$ cat config.mk
export PLATFORM = sky130hd
export DESIGN_NAME = sopt_ctrl
export DESIGN_NICKNAME = d
export VERILOG_FILES = /design/src/sopt_pkg.sv /design/src/sopt_ctrl.sv
export SDC_FILE = /design/constraint.sdc
export NUM_CORES = 1
export LEC_CHECK = 0
export ABC_AREA = 1
export BUFFER_PORTS_ARGS = -buffer_cell sky130_fd_sc_hd__buf_2
export CAP_MARGIN = 0
export CELL_PAD_IN_SITES_DETAIL_PLACEMENT = 1
export CELL_PAD_IN_SITES_GLOBAL_PLACEMENT = 2
export CORE_MARGIN = 3
export CORE_UTILIZATION = 19
export CTS_CLUSTER_DIAMETER = 120
export DETAILED_ROUTE_END_ITERATION = 6
export PLACE_DENSITY_LB_ADDON = 0.1
export SKIP_CTS_REPAIR_TIMING = 1
export SLEW_MARGIN = 5
export SYNTH_ARGS = -nofsm -noshare
export SYNTH_HDL_FRONTEND = slang
export SYNTH_SLANG_ARGS = --single-unit
$ cat constraint.sdc
create_clock -name clk -period 1.1 [get_ports clk]
set_input_delay 0.22 -clock clk [delete_from_list [all_inputs] [get_ports clk]]
set_output_delay 0.22 -clock clk [all_outputs]
set_load 0.02 [all_outputs]
$ cat src/sopt_pkg.sv
package sopt_pkg;

    // table geometry
    localparam int MAX_TIMERS  = 32;
    localparam int MAX_RESULTS = 32;
    localparam int IDX_W = (MAX_TIMERS > 1) ? $clog2(MAX_TIMERS) : 1;
    localparam int CNT_W = $clog2(MAX_TIMERS + 1);
    localparam int BUF_W = (MAX_RESULTS > 1) ? $clog2(MAX_RESULTS) : 1;
    localparam int RES_W = $clog2(MAX_RESULTS + 1);

    // time base and exact divide by ten (reciprocal, shift 35)
    localparam logic [31:0] MS_PER_TICK = 32'd10;
    localparam logic [31:0] RECIP_TEN   = 32'hCCCC_CCCD;
    localparam int          RECIP_SHIFT = 35;

    // stream widths
    localparam int IN_DATA_W  = 232;
    localparam int OUT_DATA_W = 240;

    typedef enum logic [1:0] {
        ACT_START = 2'd0,
        ACT_STOP  = 2'd1,
        ACT_QUERY = 2'd2,
        ACT_TICK  = 2'd3
    } action_t;

    typedef enum logic [1:0] {
        RES_START = 2'd0,
        RES_STOP  = 2'd1,
        RES_QUERY = 2'd2,
        RES_FIRE  = 2'd3
    } res_kind_t;

    typedef enum logic [1:0] {
        ST_OK       = 2'd0,
        ST_INVALID  = 2'd1,
        ST_FULL     = 2'd2,
        ST_NOTFOUND = 2'd3
    } status_t;

    localparam logic [1:0] KIND_PERIODIC = 2'd1;

    typedef enum logic [3:0] {
        S_IDLE,
        S_DISPATCH,
        S_START_CHK,
        S_START_REPLY,
        S_ID_SCAN,
        S_ID_REPLY,
        S_TICK_SCAN,
        S_TICK_DECIDE,
        S_EMIT
    } state_t;

    typedef enum logic [3:0] {
        OP_NONE,
        OP_ACCEPT,
        OP_START,
        OP_START_REPLY,
        OP_ID_STEP,
        OP_ID_REPLY,
        OP_TICK_STEP,
        OP_FIRE,
        OP_EMIT
    } op_t;

    typedef struct packed {
        op_t op;
    } cmd_t;

    typedef struct packed {
        action_t act;
        logic    tid_zero;
        logic    scan_last;
        logic    best_valid;
        logic    fire_full;
        logic    nfire_zero;
        logic    emit_last;
        logic    out_free;
    } stat_t;

endpackage

$ cat src/sopt_ctrl.sv
module sopt_ctrl (
    input  logic           clk,
    input  logic           rst_n,
    input  logic           s_tvalid,
    output logic           s_tready,
    input  sopt_pkg::stat_t stat,
    output sopt_pkg::cmd_t  cmd
);
    import sopt_pkg::*;

    state_t state_reg;
    state_t state_next;

    // hold state
    always_ff @(posedge clk or negedge rst_n)
    begin
        if (!rst_n)
        begin
            state_reg <= S_IDLE;
        end
        else
        begin
            state_reg <= state_next;
        end
    end

    // advance
    always_comb
    begin
        state_next = state_reg;
        case (state_reg)
            S_IDLE:
            begin
                if (s_tvalid)
                begin
                    state_next = S_DISPATCH;
                end
            end
            S_DISPATCH:
            begin
                case (stat.act)
                    ACT_START: state_next = S_START_CHK;
                    ACT_STOP,
                    ACT_QUERY: state_next = stat.tid_zero ? S_ID_REPLY : S_ID_SCAN;
                    default:   state_next = S_TICK_SCAN;
                endcase
            end
            S_START_CHK:   state_next = S_START_REPLY;
            S_START_REPLY:
            begin
                if (stat.out_free)
                begin
                    state_next = S_IDLE;
                end
            end
            S_ID_SCAN:
            begin
                if (stat.scan_last)
                begin
                    state_next = S_ID_REPLY;
                end
            end
            S_ID_REPLY:
            begin
                if (stat.out_free)
                begin
                    state_next = S_IDLE;
                end
            end
            S_TICK_SCAN:
            begin
                if (stat.scan_last)
                begin
                    state_next = S_TICK_DECIDE;
                end
            end
            S_TICK_DECIDE:
            begin
                if (!stat.best_valid)
                begin
                    state_next = stat.nfire_zero ? S_IDLE : S_EMIT;
                end
                else
                begin
                    state_next = stat.fire_full ? S_EMIT : S_TICK_SCAN;
                end
            end
            S_EMIT:
            begin
                if (stat.out_free && stat.emit_last)
                begin
                    state_next = S_IDLE;
                end
            end
            default: state_next = S_IDLE;
        endcase
    end

    // drive datapath commands
    always_comb
    begin
        s_tready = 1'b0;
        cmd.op   = OP_NONE;
        case (state_reg)
            S_IDLE:
            begin
                s_tready = 1'b1;
                if (s_tvalid)
                begin
                    cmd.op = OP_ACCEPT;
                end
            end
            S_START_CHK:   cmd.op = OP_START;
            S_START_REPLY: cmd.op = stat.out_free ? OP_START_REPLY : OP_NONE;
            S_ID_SCAN:     cmd.op = OP_ID_STEP;
            S_ID_REPLY:    cmd.op = stat.out_free ? OP_ID_REPLY : OP_NONE;
            S_TICK_SCAN:   cmd.op = OP_TICK_STEP;
            S_TICK_DECIDE: cmd.op = stat.best_valid ? OP_FIRE : OP_NONE;
            S_EMIT:        cmd.op = stat.out_free ? OP_EMIT : OP_NONE;
            default:       cmd.op = OP_NONE;
        endcase
    end

endmodule

==> results.sh, run 1 <==
export IMPL_htreeDepth=1
export IMPL_vias=612
export IMPL_synth_area_sq_um=423
export IMPL_initial_core_util_pct=20.7
export IMPL_crit_chain="nor2_4, nand2_2, o21ai_1, inv_1, o211ai_1, buf_4"
export IMPL_worstMarginPinSlew_ns=0.217
export IMPL_nets=130
export IMPL_grt_pass1_vias=577
export IMPL_row_count=16
export IMPL_critPathRequiredTime_ns=0.88
export IMPL_clockBufferDepth=2
export IMPL_place_hpwl_mm=1.35
export IMPL_max_freq_ghz=0.627
export IMPL_grt_util_all_layers_pct=12.9
export IMPL_syn_area_per_cell_sq_um=5.96
export IMPL_largest_reg_flops=4
export IMPL_worstPathMaxFanout=5
export IMPL_outcome="complete, but fails checks"
export IMPL_min_period_ns=1.59
export IMPL_antenna_found_initial=0
export IMPL_hold_violations=0
export IMPL_design_core_area_sq_um=2040
export IMPL_grt_pass1_wl_mm=2.53
export IMPL_powerDensity_nw_per_um2=2530
export IMPL_place_congestion=0.717
export IMPL_drtIter0Drc=7
export IMPL_clock_sinks=4
export IMPL_slew_viol_final=0
export IMPL_rsz0062_at_grt="true"
export IMPL_ys_types=16
export IMPL_clkTransAtPathRegs_ns=0.05
export IMPL_setup_viol_count_final=9
export IMPL_area_delta_synth_final_pct=109
export IMPL_dieArea_sq_um=2830
export IMPL_finalPower_mw=2.24
export IMPL_r2r_start="state_reg[2]"
export IMPL_cts_root_buf="clkbuf_4"
export IMPL_p_leak_nw=0.474
export IMPL_violations="negative setup slack"
export IMPL_antenna_left=0
export IMPL_crit_start="state_reg[3]"
export IMPL_ios=17
export IMPL_cp_arrival_ns=1.37
export IMPL_ys_seq_area_share_pct=23.7
export IMPL_final_cell_mix="buf_4, nand2_1, inv_1, buf_2, nand3_1"
export IMPL_yosys_warnings=0
export IMPL_die_w_microns=53.2
export IMPL_cpLargestDelayFamily="flip-flops"
export IMPL_cts_tree="yes"
export IMPL_grt_start_max_net_pins=7
export IMPL_synthCells=71
export IMPL_die_y_microns=53.2
export IMPL_overflow=0
export IMPL_cts_buffers=3
export IMPL_viasPerCell=4.28
export IMPL_routedWlPerCell_microns=10.9
export IMPL_drive_gt1_share_pct=57.8
export IMPL_drc=0
export IMPL_cp_num_buf_inv=2
export IMPL_wl_mm=1.56
export IMPL_hold_path_class="input pin to async pin"
export IMPL_port_buffers=16
export IMPL_preCtsSetupSlack_ns=-0.256
export IMPL_final_common_cell="buf_4"
export IMPL_skew_ns=0.0131
export IMPL_relSlewSlack_pct=85.5
export IMPL_fin_ws_ns=-0.494
export IMPL_synth_nets=84
export IMPL_fill_cells=275
export IMPL_first_pass_iters=4
export IMPL_slowest_delay_ns=0.46
export IMPL_maxCapViolCount=0
export IMPL_start_kind="register"
export IMPL_critPathCaptureType="primary output"
export IMPL_cp_slowest_cell="dfrtp_2"
export IMPL_vdd_drop_max_uv=1250
export IMPL_critPathKind="register to primary output"
export IMPL_clk_latency_ns=0.25
export IMPL_post_route_period_util_pct=145
export IMPL_num_antenna_cells=0
export IMPL_ys_ff_latch=4
## cell usage after synthesis
cell      number  area share, %
inv_2          2            1.8
nor2_2         3            4.4
nand4_1        3            4.4
nand3_2        1            2.4
o211ai_1       1            1.8
nand2_2        1            1.5
o21ai_0        4            4.7
nor2_1         3            2.7
nand2_1       20             18
nand3_1       10             12
nand4_2        1            3.0
dfrtp_1        4             24
o311ai_0       1            2.1
nand3b_1       1            1.8
ha_1           1            3.0
inv_1         15             13
## per-stage QoR
stage          TNS, ns  instance area, sq um  util [%]  instances  hold WS, ns
3_3_place_gp     -1.78                   739      36.2        134       0.0321
2_1_floorplan   -0.335                   475         -         71      -0.0756
6_report         -2.91                   883      43.3        143        0.307
5_1_grt          -3.62                   883      43.3        143        0.317
3_5_place_dp     -1.73                   739      36.2        134       0.0333
4_1_cts          -3.07                   766      37.5        138       -0.234
## layout make-up
| type | instances | area (sq um) | share of cell area, % |
|---|---|---|---|
| Clock buffer | 4 | 26.3 | 2.97 |
| Timing Repair Buffer | 41 | 314 | 35.6 |
| Sequential cell | 4 | 104 | 11.8 |
| Multi-Input combinational cell | 50 | 342 | 38.7 |
| Inverter | 17 | 63.8 | 7.22 |
| Tap cell | 27 | 33.8 | 3.82 |
## worst register-to-register path: stages (launching register included)
cell and delay, ns:
dfrtp_1 0.41, buf_6 0.14, nor2_4 0.14, buf_6 0.11
buf_6 0.10, buf_12 0.10, nand3_1 0.07, nand3_1 0.08
nand4_1 0.10, nand2_1 0.08
## path summary, 6_finish.rpt
path / cells past startpoint / slack, ns / end
max in group asynchronous: 2 / 0.65 / state_reg[1]
hold reg to reg: 3 / 0.64 / state_reg[2]
min in group clk: 4 / 0.32 / state_reg[3]
setup / recovery: 6 / -0.49 / cmd[0]
setup reg to reg: 9 / -0.28 / state_reg[2]
hold / removal: 2 / 0.31 / state_reg[3]
## metal layers
metal  vias to the layer above  global-route usage (%)  share of wire (%)
li1                        317                       -                  -
met2                         9                    22.3                 52
met1                       284                    15.5                 44
met4                         0                    3.83               0.83
met5                         -                       0                  0
met3                         2                    3.38                2.8
## cell families after synthesis
kind of cell	after synthesis	synth area share, %
buffers and inverters	17	15.1
DFF	4	23.7
AOI/OAI and AO/OA	6	8.58
adders and majority gates	1	2.96
and+or+nand+nor	43	49.7
## report_power, final
part	leakage (nW)	internal, mW	switching [mW]
logic	0.412	0.905	0.810
registers	0.0474	0.212	0.100
clock network	0.0150	0.137	0.0735
total	0.474	1.25	0.984
(Power assumes the default switching activity.)
==> inputs of run 2 (changes only) <==
Settings changed: CORE_UTILIZATION 19 to 23.
Clock period 1.1 ns to 1.9 ns, I/O delays scaled along.
==> run 2 against run 1 <==
The flow now finishes without violations. Critical endpoint unchanged. Clock power is 50% lower. Sequential power is 46% lower. Global-route usage is 1.4 points lower. Critical path depth is 2 lower. Largest cell class unchanged. Largest power group unchanged.
==> results.sh, run 2 (synthesis gave the netlist of run 1 again) <==
export IMPL_outcome="finished clean"
export IMPL_drc=0
export IMPL_start_kind="register"
export IMPL_maxCapViolCount=0
export IMPL_rsz0062_at_grt="false"
export IMPL_critPathCaptureType="primary output"
export IMPL_slew_viol_final=0
export IMPL_initial_core_util_pct=26.2
export IMPL_final_setup_tns_ns=0
export IMPL_post_route_period_util_pct=93.0
export IMPL_nets=114
export IMPL_max_freq_ghz=0.566
export IMPL_num_antenna_cells=0
export IMPL_antenna_left=0
export IMPL_design_core_area_sq_um=1610
export IMPL_relSlewSlack_pct=82.0
export IMPL_critPathKind="register to primary output"
export IMPL_final_cell_mix="nand2_1, buf_2, inv_1, nand3_1, buf_4"
export IMPL_cp_slowest_cell="dfrtp_2"
export IMPL_place_congestion=0.719
export IMPL_clkTransAtPathRegs_ns=0.04
export IMPL_clockBufferDepth=2
export IMPL_grt_util_all_layers_pct=11.6
export IMPL_largest_reg_flops=4
export IMPL_crit_chain="nor2_2, nand2_1, o211ai_1, buf_2"
export IMPL_overflow=0
export IMPL_antenna_found_initial=0
export IMPL_grt_start_max_net_pins=7
export IMPL_htreeDepth=1
export IMPL_ios=17
export IMPL_clk_latency_ns=0.23
export IMPL_dieArea_sq_um=2390
export IMPL_utilization_pct=39.8
export IMPL_drtIter0Drc=0
export IMPL_grt_pass1_vias=533
export IMPL_cts_buffers=3
export IMPL_cts_tree="yes"
export IMPL_fin_ws_ns=0.133
export IMPL_hold_violations=0
export IMPL_drive_gt1_share_pct=40.4
export IMPL_fill_cells=237
export IMPL_first_pass_iters=1
export IMPL_vias=547
export IMPL_row_count=14
export IMPL_place_hpwl_mm=1.07
export IMPL_die_y_microns=48.9
export IMPL_regToRegSetupSlack_ns=0.55
export IMPL_wl_mm=1.39
export IMPL_clock_sinks=4
export IMPL_grt_pass1_wl_mm=2.20
export IMPL_routedWlPerCell_microns=11.3
export IMPL_port_buffers=16
export IMPL_finalPower_mw=0.882
export IMPL_p_leak_nw=0.378
export IMPL_die_w_microns=48.9
export IMPL_cts_root_buf="clkbuf_4"
export IMPL_powerDensity_nw_per_um2=1370
export IMPL_area_delta_synth_final_pct=51.8
export IMPL_vdd_drop_max_uv=433
export IMPL_cp_arrival_ns=1.39
export IMPL_cp_num_buf_inv=1
export IMPL_preCtsSetupSlack_ns=0.232
export IMPL_final_common_cell="nand2_1"
export IMPL_worstMarginPinSlew_ns=0.266
export IMPL_setup_viol_count_final=0
export IMPL_slowest_delay_ns=0.45
export IMPL_min_period_ns=1.77
export IMPL_critPathRequiredTime_ns=1.52
export IMPL_skew_ns=0.00501
export IMPL_hold_path_class="input pin to async pin"
export IMPL_cpLargestDelayFamily="flip-flops"
export IMPL_viasPerCell=4.45
export IMPL_worstPathMaxFanout=6
## run 2: cell count changes in the layout (fill, tap and decap cells not counted), sizes merged
cell,change
buf,-16
clkbuf,-1
## run 2: worst register-to-register path, delay by kind of cell (launching register included)
kind / cells / cell delay (ns)
buffers and inverters: 3 / 0.38
DFF: 1 / 0.40
and+or+nand+nor: 5 / 0.46
## run 2: final timing paths
check / from / to / cells after the start
worst max-delay path: state_reg[1] / cmd[0] / 4
worst min-delay path: rst_n / state_reg[3] / 2
worst max register to register: state_reg[2] / state_reg[2] / 8
worst min register to register: state_reg[2] / state_reg[2] / 3
max in group asynchronous: rst_n / state_reg[1] / 2
min in group clk: stat[2] / state_reg[3] / 4
## run 2: area by class of cell
class / count / area, sq um / share of cell area [%]
Clock buffer: 3 / 22.5 / 3.51
Inverter: 17 / 63.8 / 9.94
Multi-Input combinational cell: 50 / 272 / 42.3
Sequential cell: 4 / 104 / 16.2
Tap cell: 24 / 30.0 / 4.68
Timing Repair Buffer: 25 / 150 / 23.4
## run 2: where the power goes
part | total (mW) | leakage (nW) | switching [mW] | internal, mW
combinational | 0.610 | 0.317 | 0.366 | 0.244
clock | 0.104 | 0.0138 | 0.0335 | 0.0705
sequential | 0.169 | 0.0474 | 0.0459 | 0.123
## run 2: through the flow
step,instances,hold WS [ns],instance area [sq um]
after global placement,112,0.187,541
after CTS,115,-0.0642,563
after floorplan,71,0.0844,423
after global routing,123,0.500,642
after detailed placement,112,0.190,541
final,123,0.488,642
## run 2: metal layers
| metal | wire, microns | track usage, % |
|---|---|---|
| met3 | 55 | 1.53 |
| met5 | 0 | 0 |
| met1 | 649 | 14.9 |
| met2 | 680 | 18.8 |
| met4 | 0 | 5.69 |
